**src/design/sca_pkg.sv**
```systemverilog
// Shared types, constants and codes for the slab cache allocator.
`timescale 1ns / 1ps
`default_nettype none
package sca_pkg;

  localparam int NUM_SLABS   = 16;
  localparam int MAX_ENTRIES = 256;
  localparam int SLAB_W      = $clog2(NUM_SLABS);
  localparam int ENT_W       = $clog2(MAX_ENTRIES);
  localparam int LINK_W      = SLAB_W + 1;
  localparam int CNT_W       = ENT_W + 1;
  localparam int HANDLE_W    = 12;
  localparam int CAP_W       = 9;

  localparam logic [CAP_W-1:0]  CAP_RESET = CAP_W'(64);
  localparam logic [CAP_W-1:0]  CAP_LOW   = CAP_W'(2);
  localparam logic [CAP_W-1:0]  CAP_HIGH  = CAP_W'(256);
  localparam logic [LINK_W-1:0] LINK_NIL  = LINK_W'(NUM_SLABS);
  localparam logic [CNT_W-1:0]  HEAD_NONE = CNT_W'(MAX_ENTRIES);

  typedef logic [1:0] class_t;
  localparam class_t CL_EMPTY   = 2'd0;
  localparam class_t CL_PARTIAL = 2'd1;
  localparam class_t CL_FULL    = 2'd2;
  localparam class_t CL_UNUSED  = 2'd3;

  localparam logic [1:0] MODE_ALLOC  = 2'd0;
  localparam logic [1:0] MODE_FREE   = 2'd1;
  localparam logic [1:0] MODE_SHRINK = 2'd2;

  localparam logic [1:0] ST_OK      = 2'd0;
  localparam logic [1:0] ST_NO_SLAB = 2'd1;
  localparam logic [1:0] ST_BAD     = 2'd2;

  typedef enum logic [3:0] {
    OP_NOP, OP_INIT, OP_UNLINK, OP_PUSH, OP_TAKE_FREE, OP_SET_HEAD,
    OP_TAKE_FRESH, OP_FREE, OP_SHRINK
  } dp_op_t;

  typedef enum logic [3:0] {
    S_IDLE, S_START, S_CLAIM, S_UNLINK_E, S_PUSH_P, S_PICK, S_LINK, S_FULL_CHK,
    S_FREE_CHK, S_FREE_MOVE, S_MV_UNLINK, S_MV_PUSH, S_DONE
  } state_t;

  typedef struct packed {
    dp_op_t              op;
    class_t              push_class;
    logic                sel_we;
    logic [SLAB_W-1:0]   sel_d;
    logic                ent_we;
    logic [ENT_W-1:0]    ent_d;
  } dp_cmd_t;

  typedef struct packed {
    logic [LINK_W-1:0]   part_head;
    logic [LINK_W-1:0]   empty_head;
    logic                any_unused;
    logic [SLAB_W-1:0]   unused_idx;
    class_t              cls;
    logic [CNT_W-1:0]    fresh;
    logic [CNT_W-1:0]    used;
    logic [CNT_W-1:0]    cap;
    logic [SLAB_W-1:0]   sel;
    logic [ENT_W-1:0]    ent;
  } dp_stat_t;

endpackage
`default_nettype wire

```
**src/design/sca_ctrl.sv**
```systemverilog
// Request sequencer and result register for the slab cache allocator.
`timescale 1ns / 1ps
`default_nettype none
module sca_ctrl import sca_pkg::*; (
  input  wire logic                clk,
  input  wire logic                rst,
  input  wire logic                in_valid,
  output logic                     in_ready,
  input  wire logic [1:0]          mode,
  input  wire logic [HANDLE_W-1:0] handle,
  output logic                     out_valid,
  input  wire logic                out_ready,
  output logic [1:0]               status,
  output logic [HANDLE_W-1:0]      result_handle,
  output dp_cmd_t                  cmd,
  input  wire dp_stat_t            stat
);

  state_t     state, state_next;
  logic [1:0] mode_q;
  logic [HANDLE_W-1:0] handle_q;
  logic [1:0] stat_q, stat_q_next;
  logic       hit_q, hit_q_next;
  class_t     mv_class, mv_class_next;
  logic       out_load;

  always_ff @(posedge clk) begin
    if (rst) begin
      state     <= S_IDLE;
      out_valid <= 1'b0;
    end else begin
      state <= state_next;
      if (out_load) out_valid <= 1'b1;
      else if (out_ready) out_valid <= 1'b0;
    end
  end

  always_ff @(posedge clk) begin
    if (in_valid && in_ready) begin
      mode_q   <= mode;
      handle_q <= handle;
    end
    stat_q   <= stat_q_next;
    hit_q    <= hit_q_next;
    mv_class <= mv_class_next;
    if (out_load) begin
      status        <= stat_q;
      result_handle <= hit_q ? HANDLE_W'({stat.sel, stat.ent}) : '0;
    end
  end

  always_comb begin
    state_next    = state;
    stat_q_next   = stat_q;
    hit_q_next    = hit_q;
    mv_class_next = mv_class;
    in_ready      = 1'b0;
    out_load      = 1'b0;
    cmd           = '0;
    cmd.op        = OP_NOP;
    unique case (state)
      S_IDLE: begin
        in_ready = 1'b1;
        if (in_valid) state_next = S_START;
      end
      S_START: begin
        stat_q_next = ST_OK;
        hit_q_next  = 1'b0;
        state_next  = S_DONE;
        case (mode_q)
          MODE_ALLOC: begin
            cmd.sel_we = 1'b1;
            if (!stat.part_head[SLAB_W]) begin
              cmd.sel_d  = stat.part_head[SLAB_W-1:0];
              state_next = S_PICK;
            end else if (!stat.empty_head[SLAB_W]) begin
              cmd.sel_d  = stat.empty_head[SLAB_W-1:0];
              state_next = S_UNLINK_E;
            end else if (stat.any_unused) begin
              cmd.sel_d  = stat.unused_idx;
              state_next = S_CLAIM;
            end else begin
              cmd.sel_we  = 1'b0;
              stat_q_next = ST_NO_SLAB;
            end
          end
          MODE_FREE: begin
            cmd.sel_we = 1'b1;
            cmd.sel_d  = handle_q[HANDLE_W-1:ENT_W];
            cmd.ent_we = 1'b1;
            cmd.ent_d  = handle_q[ENT_W-1:0];
            state_next = S_FREE_CHK;
          end
          MODE_SHRINK: cmd.op = OP_SHRINK;
          default: ;
        endcase
      end
      S_CLAIM: begin
        cmd.op     = OP_INIT;
        state_next = S_PUSH_P;
      end
      S_UNLINK_E: begin
        cmd.op     = OP_UNLINK;
        state_next = S_PUSH_P;
      end
      S_PUSH_P: begin
        cmd.op         = OP_PUSH;
        cmd.push_class = CL_PARTIAL;
        state_next     = S_PICK;
      end
      S_PICK: begin
        if (stat.fresh > stat.used) begin
          cmd.op     = OP_TAKE_FREE;
          state_next = S_LINK;
        end else if (stat.fresh < stat.cap) begin
          cmd.op     = OP_TAKE_FRESH;
          state_next = S_FULL_CHK;
        end else begin
          stat_q_next   = ST_NO_SLAB;
          mv_class_next = CL_FULL;
          state_next    = S_MV_UNLINK;
        end
      end
      S_LINK: begin
        cmd.op     = OP_SET_HEAD;
        state_next = S_FULL_CHK;
      end
      S_FULL_CHK: begin
        hit_q_next = 1'b1;
        if (stat.used >= stat.cap) begin
          mv_class_next = CL_FULL;
          state_next    = S_MV_UNLINK;
        end else begin
          state_next = S_DONE;
        end
      end
      S_FREE_CHK: begin
        if (stat.cls == CL_UNUSED || stat.cls == CL_EMPTY || stat.used == '0 ||
            {1'b0, stat.ent} >= stat.fresh) begin
          stat_q_next = ST_BAD;
          state_next  = S_DONE;
        end else begin
          cmd.op     = OP_FREE;
          state_next = S_FREE_MOVE;
        end
      end
      S_FREE_MOVE: begin
        if (stat.cls == CL_FULL) begin
          mv_class_next = CL_PARTIAL;
          state_next    = S_MV_UNLINK;
        end else if (stat.used == '0) begin
          mv_class_next = CL_EMPTY;
          state_next    = S_MV_UNLINK;
        end else begin
          state_next = S_DONE;
        end
      end
      S_MV_UNLINK: begin
        cmd.op     = OP_UNLINK;
        state_next = S_MV_PUSH;
      end
      S_MV_PUSH: begin
        cmd.op         = OP_PUSH;
        cmd.push_class = mv_class;
        state_next     = S_DONE;
      end
      S_DONE: begin
        if (!out_valid || out_ready) begin
          out_load   = 1'b1;
          state_next = S_IDLE;
        end
      end
      default: state_next = S_IDLE;
    endcase
  end

endmodule
`default_nettype wire

```
**config.mk**
```make
export PLATFORM = sky130hd
export DESIGN_NAME = sca_ctrl
export DESIGN_NICKNAME = d
export VERILOG_FILES = /design/src/design/sca_pkg.sv /design/src/design/sca_ctrl.sv
export SDC_FILE = /design/constraint.sdc
export NUM_CORES = 1
export LEC_CHECK = 0
export BUFFER_PORTS_ARGS = -buffer_cell sky130_fd_sc_hd__buf_2
export CORE_MARGIN = 5
export CORE_UTILIZATION = 25
export CTS_CLUSTER_SIZE = 14
export DETAILED_ROUTE_END_ITERATION = 10
export PLACE_DENSITY = 0.46
export SYNTH_ARGS = -nofsm -noshare
export SYNTH_HDL_FRONTEND = slang
export SYNTH_SLANG_ARGS = --single-unit
```
**constraint.sdc**
```tcl
create_clock -name clk -period 2.1 [get_ports clk]
set_input_delay 0.315 -clock clk [delete_from_list [all_inputs] [get_ports clk]]
set_output_delay 0.315 -clock clk [all_outputs]
set_load 0.02 [all_outputs]
```
==> metrics.yaml, run 1 <==
run_status:
  status: "finished with violations"
  violations: "setup timing"
logic_synthesis:
  synth_top_area_share_pct: 35.63
  yosysWarnings: 0
  muxShareOfSynthArea_pct: 0.4049
  synthesis.area_um2: 2781
  synthSimpleGateAreaFrac_pct: 21.77
  ys_seq_area_share_pct: 39.23
  ys_top_cells_by_count: "35 x ha_1, 33 x edfxtp_1, 32 x inv_1"
  synthFlopType: "edfxtp_1"
  synth_area_leader_cell: "edfxtp_1"
  synth_top_family_by_area: "simple AND/OR/NAND/NOR gates"
  post_synth_num_cell_types: 46
  syn_avg_cell_area_um2: 9.397
  synth.net_count: 405
  synth_seq_cells: 38
  syn_inst: 296
  yosysMostFrequentCell: "ha_1"
  synth_area_leaders: "edfxtp_1 36%, ha_1 16%, inv_1 4.3%, nor2_1 3.8%, dfxtp_1 3.6%"
  synth_edf_count: 33
  synth_compound_gate_area_share_pct: 16.42
  synth_async_sr_flop_share_pct: 0
  synth_xor_area_share_pct: 0
  synthAdderAreaFrac_pct: 15.74
die:
  die_width_um: 115.5
  io_pins: 110
  die_h_um: 115.5
  rows: 38
  die_area_um2: 13340
  core_um2: 10890
  initial_core_util_pct: 25.55
finish:
  nets: 562
  final_util_pct: 38.80
  area_growth_pct: 51.87
  design_area_um2: 4224
  antenna_cells: 0
  drive_gt1_share_pct: 47.14
  layoutNonFillerInstCount: 594
sta:
  holdWs_ns: 0.1944
  slew_violations: 0
  finalHoldViolCount: 0
  setup_ws_ns: -0.3582
  skew_ns: 0.01057
  post-route-period-util_pct: 117.1
  finalSetupViolCount: 3
  relSlewSlack_pct: 76.11
  tightest_slew_ns: 0.3562
  period_needed_ns: 2.458
  rsz0062_at_grt: "yes"
  final.setup.tns_ns: -0.7801
  fmax_ghz: 0.4068
route:
  drtAntennaViolNets: 0
  first_pass_iters: 4
  drcViolationCount: 0
  vias: 2726
  wl_per_cell_um: 14.27
  finalWirelength_um: 8479
  drt_iter0_markers: 116
  avgViaCountPerCell: 4.589
grt:
  grt_pass1_vias: 2764
  grt_max_degree: 16
  grt_antenna_before_repair: 0
  grt_first_pass_wirelength_um: 13160
  track_usage_pct: 12.30
  grt_overflow: 0
setup_path:
  rr_worst_depth: 6
  crit_required_ns: 1.78
  start_kind: "primary input"
  worstPathArrival_ns: 2.14
  max_stage_delay_ns: 0.42
  path_cells: "buf_8 -> inv_6 -> ha_4 -> a21o_1 -> a21o_1 -> a2111oi_4 -> a41o_2 -> or3b_4 -> o2111ai_4 -> buf_6"
  slowest_stage: "or3b_4"
  worstSetupPathType: "in2out"
  setup.worst_path.end_class: "primary output"
  worst-path-max-fanout: 4
  crit_top_cell: "a21o_1"
power:
  p_sw_mw: 1.189
  power.share.switching_pct: 37.79
  cellPowerDensity_nw_per_um2: 744.7
  ir_worst_vdd_uv: 478.5
  p_clk_share_pct: 15.5
  pwr-share-seq_pct: 35.8
  leakage_nw: 1.951
  power.internal_mw: 1.957
  power_mw: 3.146
  p_comb_share_pct: 48.8
place:
  place_hpwl_um: 7038
  place_ws_ns: -0.5539
  place_area_um2: 3875
  placed_cells: 584
  port_buffers: 109
  place.gp.congestion: 0.8549
hold_path:
  hold_path.class: "in2reg"
  whs_path_depth: 1
clocking:
  cts.reportedPaths.clkPinSlew_ns: 0.08
  htree_levels: 2
  hold_buffers: 0
  clock_sinks: 38
  root_buffer: "clkbuf_8"
  clk_path_buf_depth: 2
  clock_latency_ns: 0.29
  tritoncts: "yes"
  cts_buffers: 5
job:
  max-cap-violations: 0
timing repair:
action,in CTS,in global routing
cloned,0,0
endpoints found under the setup margin,20,22
pin swaps,13,12
gates resized for setup,31,23
buffers inserted,1,2
worst paths after layout:
check / start / end / slack (ns)
max reg2reg: state[1] / mode_q[1] / 0.46
min: handle[6] / handle_q[6] / 0.19
min reg2reg: stat_q[1] / status[1] / 0.44
max: stat[27] / cmd[17] / -0.36
power groups by stage:
stage	registers [mW]	clock network (mW)	logic (mW)
global placement	1.13	0	1.41
global route	1.15	0.542	1.70
detailed placement	1.14	0	1.41
CTS	1.12	0.514	1.49
floorplan	1.12	0	0.870
finish	1.12	0.487	1.53
area by class of cell:
type	count	area (µm²)
fill	1131	6664
multi-input combinational	217	1757
sequential	38	1096
timing repair buffer	159	983.4
tap	140	175.2
inverter	32	127.6
clock buffer	5	68.82
clock inverter	3	16.27
layout by cell type, fill, tap and decap left out, types with 13 or more instances in the layout:
master,netlist,layout
nor2_1,28,25
buf_2,0,99
ha_1,35,25
edfxtp_1,33,33
nand2_1,20,18
inv_1,32,26
a21oi_1,15,13
and2_1,15,15
buf_4,0,52
cell families after synthesis:
kind of cell	count (synthesis)
buf+inv	41
simple gates	117
mux	1
flops	38
fa+ha+maj	35
compound gates	64
registers in the layout, summed over array words and instances (netlist names):
signal         flops
mode_q             2
stat_q             2
hit_q              1
out_valid          1
result_handle     12
mv_class           2
handle_q          12
state              4
status             2
per-layer routing:
layer / up-vias / GRT usage (%) / routed length [µm]
met1: 1270 / 16.17 / 3690
met3: 5 / 2.298 / 437
li1: 1390 / - / -
met5: - / 0 / 0
met2: 61 / 21.60 / 4293
met4: 0 / 1.643 / 57
worst max-delay path: cells and delay by family:
family                     cells  cell delay [ns]
AOI/OAI and AO/OA              5             0.92
adders and majority gates      1             0.19
and+or+nand+nor                1             0.42
buffers and inverters          3             0.29
(Power assumes the default switching activity.)
==> run 2: changes to the inputs <==
CELL_PAD_IN_SITES_DETAIL_PLACEMENT = 0   (was unset)
CELL_PAD_IN_SITES_GLOBAL_PLACEMENT = 1   (was unset)
PLACE_DENSITY = 0.61   (was 0.46)
==> run 2 against run 1 <==
Compared with the run above:
- non-clock buffer count up 4
- critical path type unchanged
- clock-buffer cell count unchanged
- global-route usage is 0.83 points higher
- clock skew fell by 0.0038 ns
- largest power group unchanged
- die area is the same
- the flow still finishes with violations (setup timing)
- total power increased by 0.39%
- first-iteration DRC count fell by 17%
- maximum frequency is 0.55% higher
- design area shrank 0.21%
- via count increased by 0.11%
==> metrics.yaml, run 2 (same netlist as run 1, synthesis figures left out) <==
run_status:
  status: "finished with violations"
  violations: "setup timing"
finish:
  layoutNonFillerInstCount: 598  # +0.67%
  filler_cell_count: 1093  # -3.4%
  nets: 566  # +0.71%
  final_cell_mix: "100 x buf_2, 55 x buf_4, 33 x edfxtp_1, 26 x nor2_1, 26 x inv_1"
  area_growth_pct: 51.55
  antenna_cells: 0  # unchanged
  drive_gt1_share_pct: 46.51  # -0.63 points
  layout_commonest_cell: "buf_2"
  reg_top3: "handle_q: 12 flops, result_handle: 12 flops, state: 4 flops"
place:
  placed_cells: 588  # +0.68%
  place.gp.congestion: 0.8694  # +1.7%
  place_ws_ns: -0.5522  # +0.001700 ns
  place_hpwl_um: 7071  # +0.47%
  port_buffers: 109  # unchanged
route:
  routed.top_layer: "met4"
  met2RoutedLength_um: 4090  # -4.7%
  avgViaCountPerCell: 4.564  # -0.56%
  route.met3.wl_um: 585  # +34%
  finalWirelength_um: 8778  # +3.5%
  drt_iter0_markers: 96  # -17%
  first_pass_iters: 4  # unchanged
  drtAntennaViolNets: 0  # unchanged
  vias: 2729  # +0.11%
  drt-met1-wl_um: 3979  # +7.8%
  wl_per_cell_um: 14.68  # +2.8%
  drcViolationCount: 0  # unchanged
die:
  rows: 38  # unchanged
  die_area_um2: 13340  # unchanged
  io_pins: 110  # unchanged
  initial_core_util_pct: 25.55  # unchanged
  die_width_um: 115.5  # unchanged
  die_h_um: 115.5  # unchanged
  core_um2: 10890  # unchanged
sta:
  relSlewSlack_pct: 75.65  # -0.46 points
  period_needed_ns: 2.445  # -0.01350 ns
  post-route-period-util_pct: 116.4  # -0.64 points
  finalSetupViolCount: 3  # unchanged
  setup_ws_ns: -0.3447  # +0.01350 ns
  holdWs_ns: 0.1909  # -0.003530 ns
  finalHoldViolCount: 0  # unchanged
  slew_violations: 0  # unchanged
  fmax_ghz: 0.4090  # +0.55%
  tightest_slew_ns: 0.3647  # +0.008513 ns
  rsz0062_at_grt: "yes"
  skew_ns: 0.006760  # -0.003810 ns
hold_path:
  min_from: "handle[9]"
  hold_path.class: "in2reg"
job:
  max-cap-violations: 0  # unchanged
clocking:
  root_buffer: "clkbuf_8"
  clk_path_buf_depth: 2  # unchanged
  cts_buffers: 5  # unchanged
  htree_levels: 2  # unchanged
  cts.reportedPaths.clkPinSlew_ns: 0.08  # about the same
  clock_latency_ns: 0.29  # about the same
  hold_buffers: 0  # unchanged
  clock_sinks: 38  # unchanged
  tritoncts: "yes"
grt:
  grt_antenna_before_repair: 0  # unchanged
  grt_overflow: 0  # unchanged
  grt_pass1_vias: 2855  # +3.3%
  grt_first_pass_wirelength_um: 13850  # +5.2%
  track_usage_pct: 13.12  # +0.83 points
  grt_max_degree: 15  # -1
power:
  ir_worst_vdd_uv: 310.2  # -35%
  cellPowerDensity_nw_per_um2: 749.2  # +0.60%
  power_mw: 3.158  # +0.39%
  leakage_nw: 1.966  # +0.76%
setup_path:
  reg2reg_slack_ns: 0.39  # -0.07 ns
  worstSetupPathType: "in2out"
  setup.worst_path.end_class: "primary output"
  start_kind: "primary input"
  worstSetupStartpoint: "stat[36]"
  crit_top_cell: "a21o_1"
  path_cells: "buf_8 -> ha_4 -> a21o_1 -> a21o_1 -> a2111oi_4 -> a41o_2 -> or3b_4 -> o2111ai_4 -> buf_6"
  crit_required_ns: 1.78  # about the same
  worst-path-max-fanout: 3  # -1
  slowest_stage: "or3b_4"
  worstPathArrival_ns: 2.13  # about the same
  max_stage_delay_ns: 0.41  # about the same
  r2r_start: "state[1]"
run 2: power breakdown:
group	internal, mW	switching [mW]	leakage (nW)	total (mW)
sequential	1.02	0.0937	0.347	1.12
combinational	0.680	0.854	1.58	1.53
clock	0.228	0.278	0.0416	0.506
run 2: final cells by class:
class	count	area, µm²	share of cell area [%]
multi-input combinational	217	1722	40.84
sequential	38	1091	25.88
timing repair buffer	163	1015	24.07
tap	140	175.2	4.156
inverter	32	127.6	3.028
clock buffer	5	68.82	1.633
clock inverter	3	16.27	0.3859
run 2: metal layers:
layer | vias up | global-route usage [%]
li1 | 1395 | -
met1 | 1232 | 17.41
met2 | 90 | 21.60
met3 | 12 | 2.663
met4 | 0 | 3.991
met5 | - | 0
run 2: what timing repair did:
action / CTS / global route
pin swaps: 16 / 3
setup buffers: 2 / 0
gates cloned: 0 / 0
resized for setup: 42 / 7
endpoints found under the setup margin: 16 / 13
run 2: final timing paths:
| path | end | depth (start not counted) |
|---|---|---|
| worst max-delay path | cmd[17] | 9 |
| worst min-delay path | handle_q[9] | 1 |
| worst max register to register | state[0] | 6 |
| worst min register to register | status[0] | 0 |
run 2: worst max-delay path: cells and delay by family:
family	cells	cell delay, ns
fa+ha+maj	1	0.23
simple gates	1	0.41
buf+inv	2	0.26
compound gates	5	0.92
run 2: per-stage QoR:
stage          utilization (%)  instance area, µm²    TNS, ns
4_1_cts                  38.37                4178    -0.9074
3_3_place_gp             35.87                3905     -3.448
6_report                 38.72                4215    -0.8025
5_1_grt                  38.72                4215     -1.174
3_5_place_dp             35.87                3905     -3.631
2_1_floorplan                -                2853  -0.002246
==> run 3: changes to the inputs <==
ABC_AREA = 1   (was unset)
PLACE_DENSITY = 0.63   (was 0.61)
==> run 3 against run 2 <==
Compared with the run above:
- the flow now finishes without violations
- critical path depth up 3
- first-iteration DRC count down 2.1%
- flip-flop and latch count unchanged
- sequential power about the same
- sequential share of layout area up 0.43 points
- non-clock buffer count down 43
- synthesized cell count up 27%
- combinational power down 8%
- die area up 3.0%
- cell count up 8.0%
- design area down 1.6%
- largest power group unchanged
==> metrics.yaml, run 3 <==
run_status:
  status: "finished, final reports clean"
route:
  drt_iter0_markers: 94  # -2.1%
  vias: 2748  # +0.70%
  drcViolationCount: 0  # unchanged
  finalWirelength_um: 8240  # -6.1%
  first_pass_iters: 4  # unchanged
  wl_per_cell_um: 12.76  # -13%
  avgViaCountPerCell: 4.254  # -6.8%
  drtAntennaViolNets: 0  # unchanged
sta:
  post-route-period-util_pct: 96.10  # -20 points
  finalSetupViolCount: 0  # -3
  fmax_ghz: 0.4955  # +21%
  setup_ws_ns: 0.08180  # +0.4265 ns
  skew_ns: 0.004379  # -0.002381 ns
  rsz0062_at_grt: "yes"
  slew_violations: 0  # unchanged
  period_needed_ns: 2.018  # -0.4265 ns
  holdWs_ns: 0.2096  # +0.01866 ns
  finalHoldViolCount: 0  # unchanged
  relSlewSlack_pct: 73.27  # -2.4 points
  tightest_slew_ns: 0.4009  # +0.03621 ns
logic_synthesis:
  synthesis.area_um2: 2873  # +3.3%
  synth_area_leaders: "edfxtp_1 34%, ha_1 15%, nand2_1 11%, inv_1 10%, nor2_1 5.7%"
  post_synth_num_cell_types: 29  # -37%
  ys_top_cells_by_count: "85 x nand2_1, 80 x inv_1, 44 x nor2_1"
  synth_area_leader_cell: "edfxtp_1"
  synth.net_count: 486  # +20%
  syn_inst: 377  # +27%
  yosysMostFrequentCell: "nand2_1"
  synth_async_sr_flop_share_pct: 0  # unchanged
  synth_top_area_share_pct: 34.49  # -1.1 points
  syn_avg_cell_area_um2: 7.620  # -19%
  yosysWarnings: 0  # unchanged
  synth_seq_cells: 38  # unchanged
  synth_edf_count: 33  # unchanged
  synthFlopType: "edfxtp_1"
  ys_seq_area_share_pct: 37.98  # -1.2 points
hold_path:
  hold_path.class: "in2reg"
setup_path:
  worstPathArrival_ns: 1.70  # -0.43 ns
  worstSetupPathType: "in2out"
  crit_required_ns: 1.78  # about the same
  worst-path-max-fanout: 3  # unchanged
  setup.worst_path.end_class: "primary output"
  start_kind: "primary input"
die:
  die_area_um2: 13730  # +3.0%
  die_width_um: 117.2  # +1.5%
  die_h_um: 117.2  # +1.5%
  initial_core_util_pct: 25.38  # -0.17 points
  io_pins: 110  # unchanged
  core_um2: 11320  # +4.0%
  rows: 39  # +2.6%
finish:
  layoutNonFillerInstCount: 646  # +8.0%
  layout_commonest_cell: "buf_2"
  final_cell_mix: "94 x buf_2, 77 x nand2_1, 73 x inv_1, 38 x nor2_1, 33 x edfxtp_1"
  drive_gt1_share_pct: 35.98  # -11 points
  area_growth_pct: 44.34
  nets: 611  # +8.0%
  filler_cell_count: 1190  # +8.9%
  reg_top3: "handle_q: 12 flops, result_handle: 12 flops, state: 4 flops"
  antenna_cells: 0  # unchanged
power:
  p_sw_mw: 1.262  # +2.9%
  ir_worst_vdd_uv: 336.7  # +8.5%
  p_clk_share_pct: 27.8  # +12 points
  power.internal_mw: 2.219  # +15%
  pwr-share-seq_pct: 32.0  # -3.4 points
  power.share.switching_pct: 36.25  # -2.6 points
  leakage_nw: 2.132  # +8.5%
  cellPowerDensity_nw_per_um2: 839.5  # +12%
  p_comb_share_pct: 40.2  # -8.4 points
grt:
  grt_pass1_vias: 2584  # -9.5%
  grt_max_degree: 15  # unchanged
  grt_antenna_before_repair: 0  # unchanged
  track_usage_pct: 11.46  # -1.7 points
  grt_first_pass_wirelength_um: 12260  # -11%
  grt_overflow: 0  # unchanged
clocking:
  clk_path_buf_depth: 2  # unchanged
  tritoncts: "yes"
  hold_buffers: 0  # unchanged
  cts.reportedPaths.clkPinSlew_ns: 0.06  # -0.02 ns
  htree_levels: 2  # unchanged
  root_buffer: "clkbuf_16"
  clock_latency_ns: 0.28  # about the same
  clock_sinks: 38  # unchanged
  cts_buffers: 5  # unchanged
place:
  place.gp.congestion: 0.8213  # -5.5%
  place_ws_ns: -0.06325  # +0.4890 ns
  port_buffers: 109  # unchanged
  place_hpwl_um: 7024  # -0.66%
  placed_cells: 636  # +8.2%
job:
  max-cap-violations: 0  # unchanged
## run 3: changes by cell type in the layout (fill, tap and decap cells not counted), moves of 7 or more
cell,previous run,this run
nand2_1,19,77
nand2b_1,10,0
and2_1,15,0
inv_2,4,11
and3_1,10,1
nand3_1,7,19
buf_4,55,16
inv_1,26,73
nor2_4,1,9
nor2_1,26,38
## run 3: per-layer routing
layer  part of all wire (%)  global-route usage, %  up-vias
met2                     50                  19.38       52
met3                    4.1                  1.799        8
met4                    1.6                  3.746        0
li1                       -                      -     1462
met5                      0                      0        -
met1                     44                  14.92     1226
## run 3: repair_timing
action,4_1_cts,5_1_grt
pin swaps,0,19
resized for setup,2,60
setup endpoints to repair,2,16
buffers inserted,0,2
## run 3: path summary, 6_finish.rpt
check	from	endpoint	slack [ns]	cells after the start
worst max-delay path	stat[2]	cmd[17]	0.08	12
worst min-delay path	handle[1]	handle_q[1]	0.21	1
worst max register to register	mode_q[1]	state[2]	0.49	10
worst min register to register	stat_q[0]	status[0]	0.44	0
## run 3: through the flow
step	cell area [µm²]	utilization (%)	setup TNS, ns	power [mW]
2_1_floorplan	2879	-	0	1.957
3_3_place_gp	3671	32.43	-0.07788	2.390
3_5_place_dp	3671	32.43	-0.1913	2.398
4_1_cts	3867	34.16	0	3.400
5_1_grt	4146	36.63	-0.009404	3.751
6_report	4146	36.63	0	3.481
## run 3: critical path, cell delays in order
cell and delay [ns]:
buf_2 0.12, ha_4 0.27, nand2_4 0.05, nor2_4 0.11, nand2_1 0.06, nand3_1 0.06
nand2_1 0.06, nand3_2 0.10, nor2_4 0.06, nor3_4 0.19, nand4_1 0.13, buf_6 0.15
## run 3: power by group through the flow
| stage | Combinational, mW | Clock (mW) | Sequential (mW) |
|---|---|---|---|
| after CTS | 1.28 | 1.00 | 1.12 |
| after floorplan | 0.843 | 0 | 1.11 |
| final | 1.40 | 0.968 | 1.12 |
| after global placement | 1.26 | 0 | 1.13 |
| after detailed placement | 1.27 | 0 | 1.13 |
| after global routing | 1.58 | 1.03 | 1.14 |
## run 3: kinds of logic after synthesis
logic type | share of synthesized area [%]
compound gates | 6.664
flops | 37.98
fa+ha+maj | 15.24
buf+inv | 11.54
simple gates | 28.57
## run 3: layout make-up
type                            count  area, µm²  area share (%)
Multi-Input combinational cell    251       1657           39.95
Sequential cell                    38       1091           26.31
Timing Repair Buffer              120      703.2           16.96
Inverter                           86      327.8           7.906
Tap cell                          143      178.9           4.315
Clock buffer                        5      125.1           3.017
Clock inverter                      3      63.81           1.539
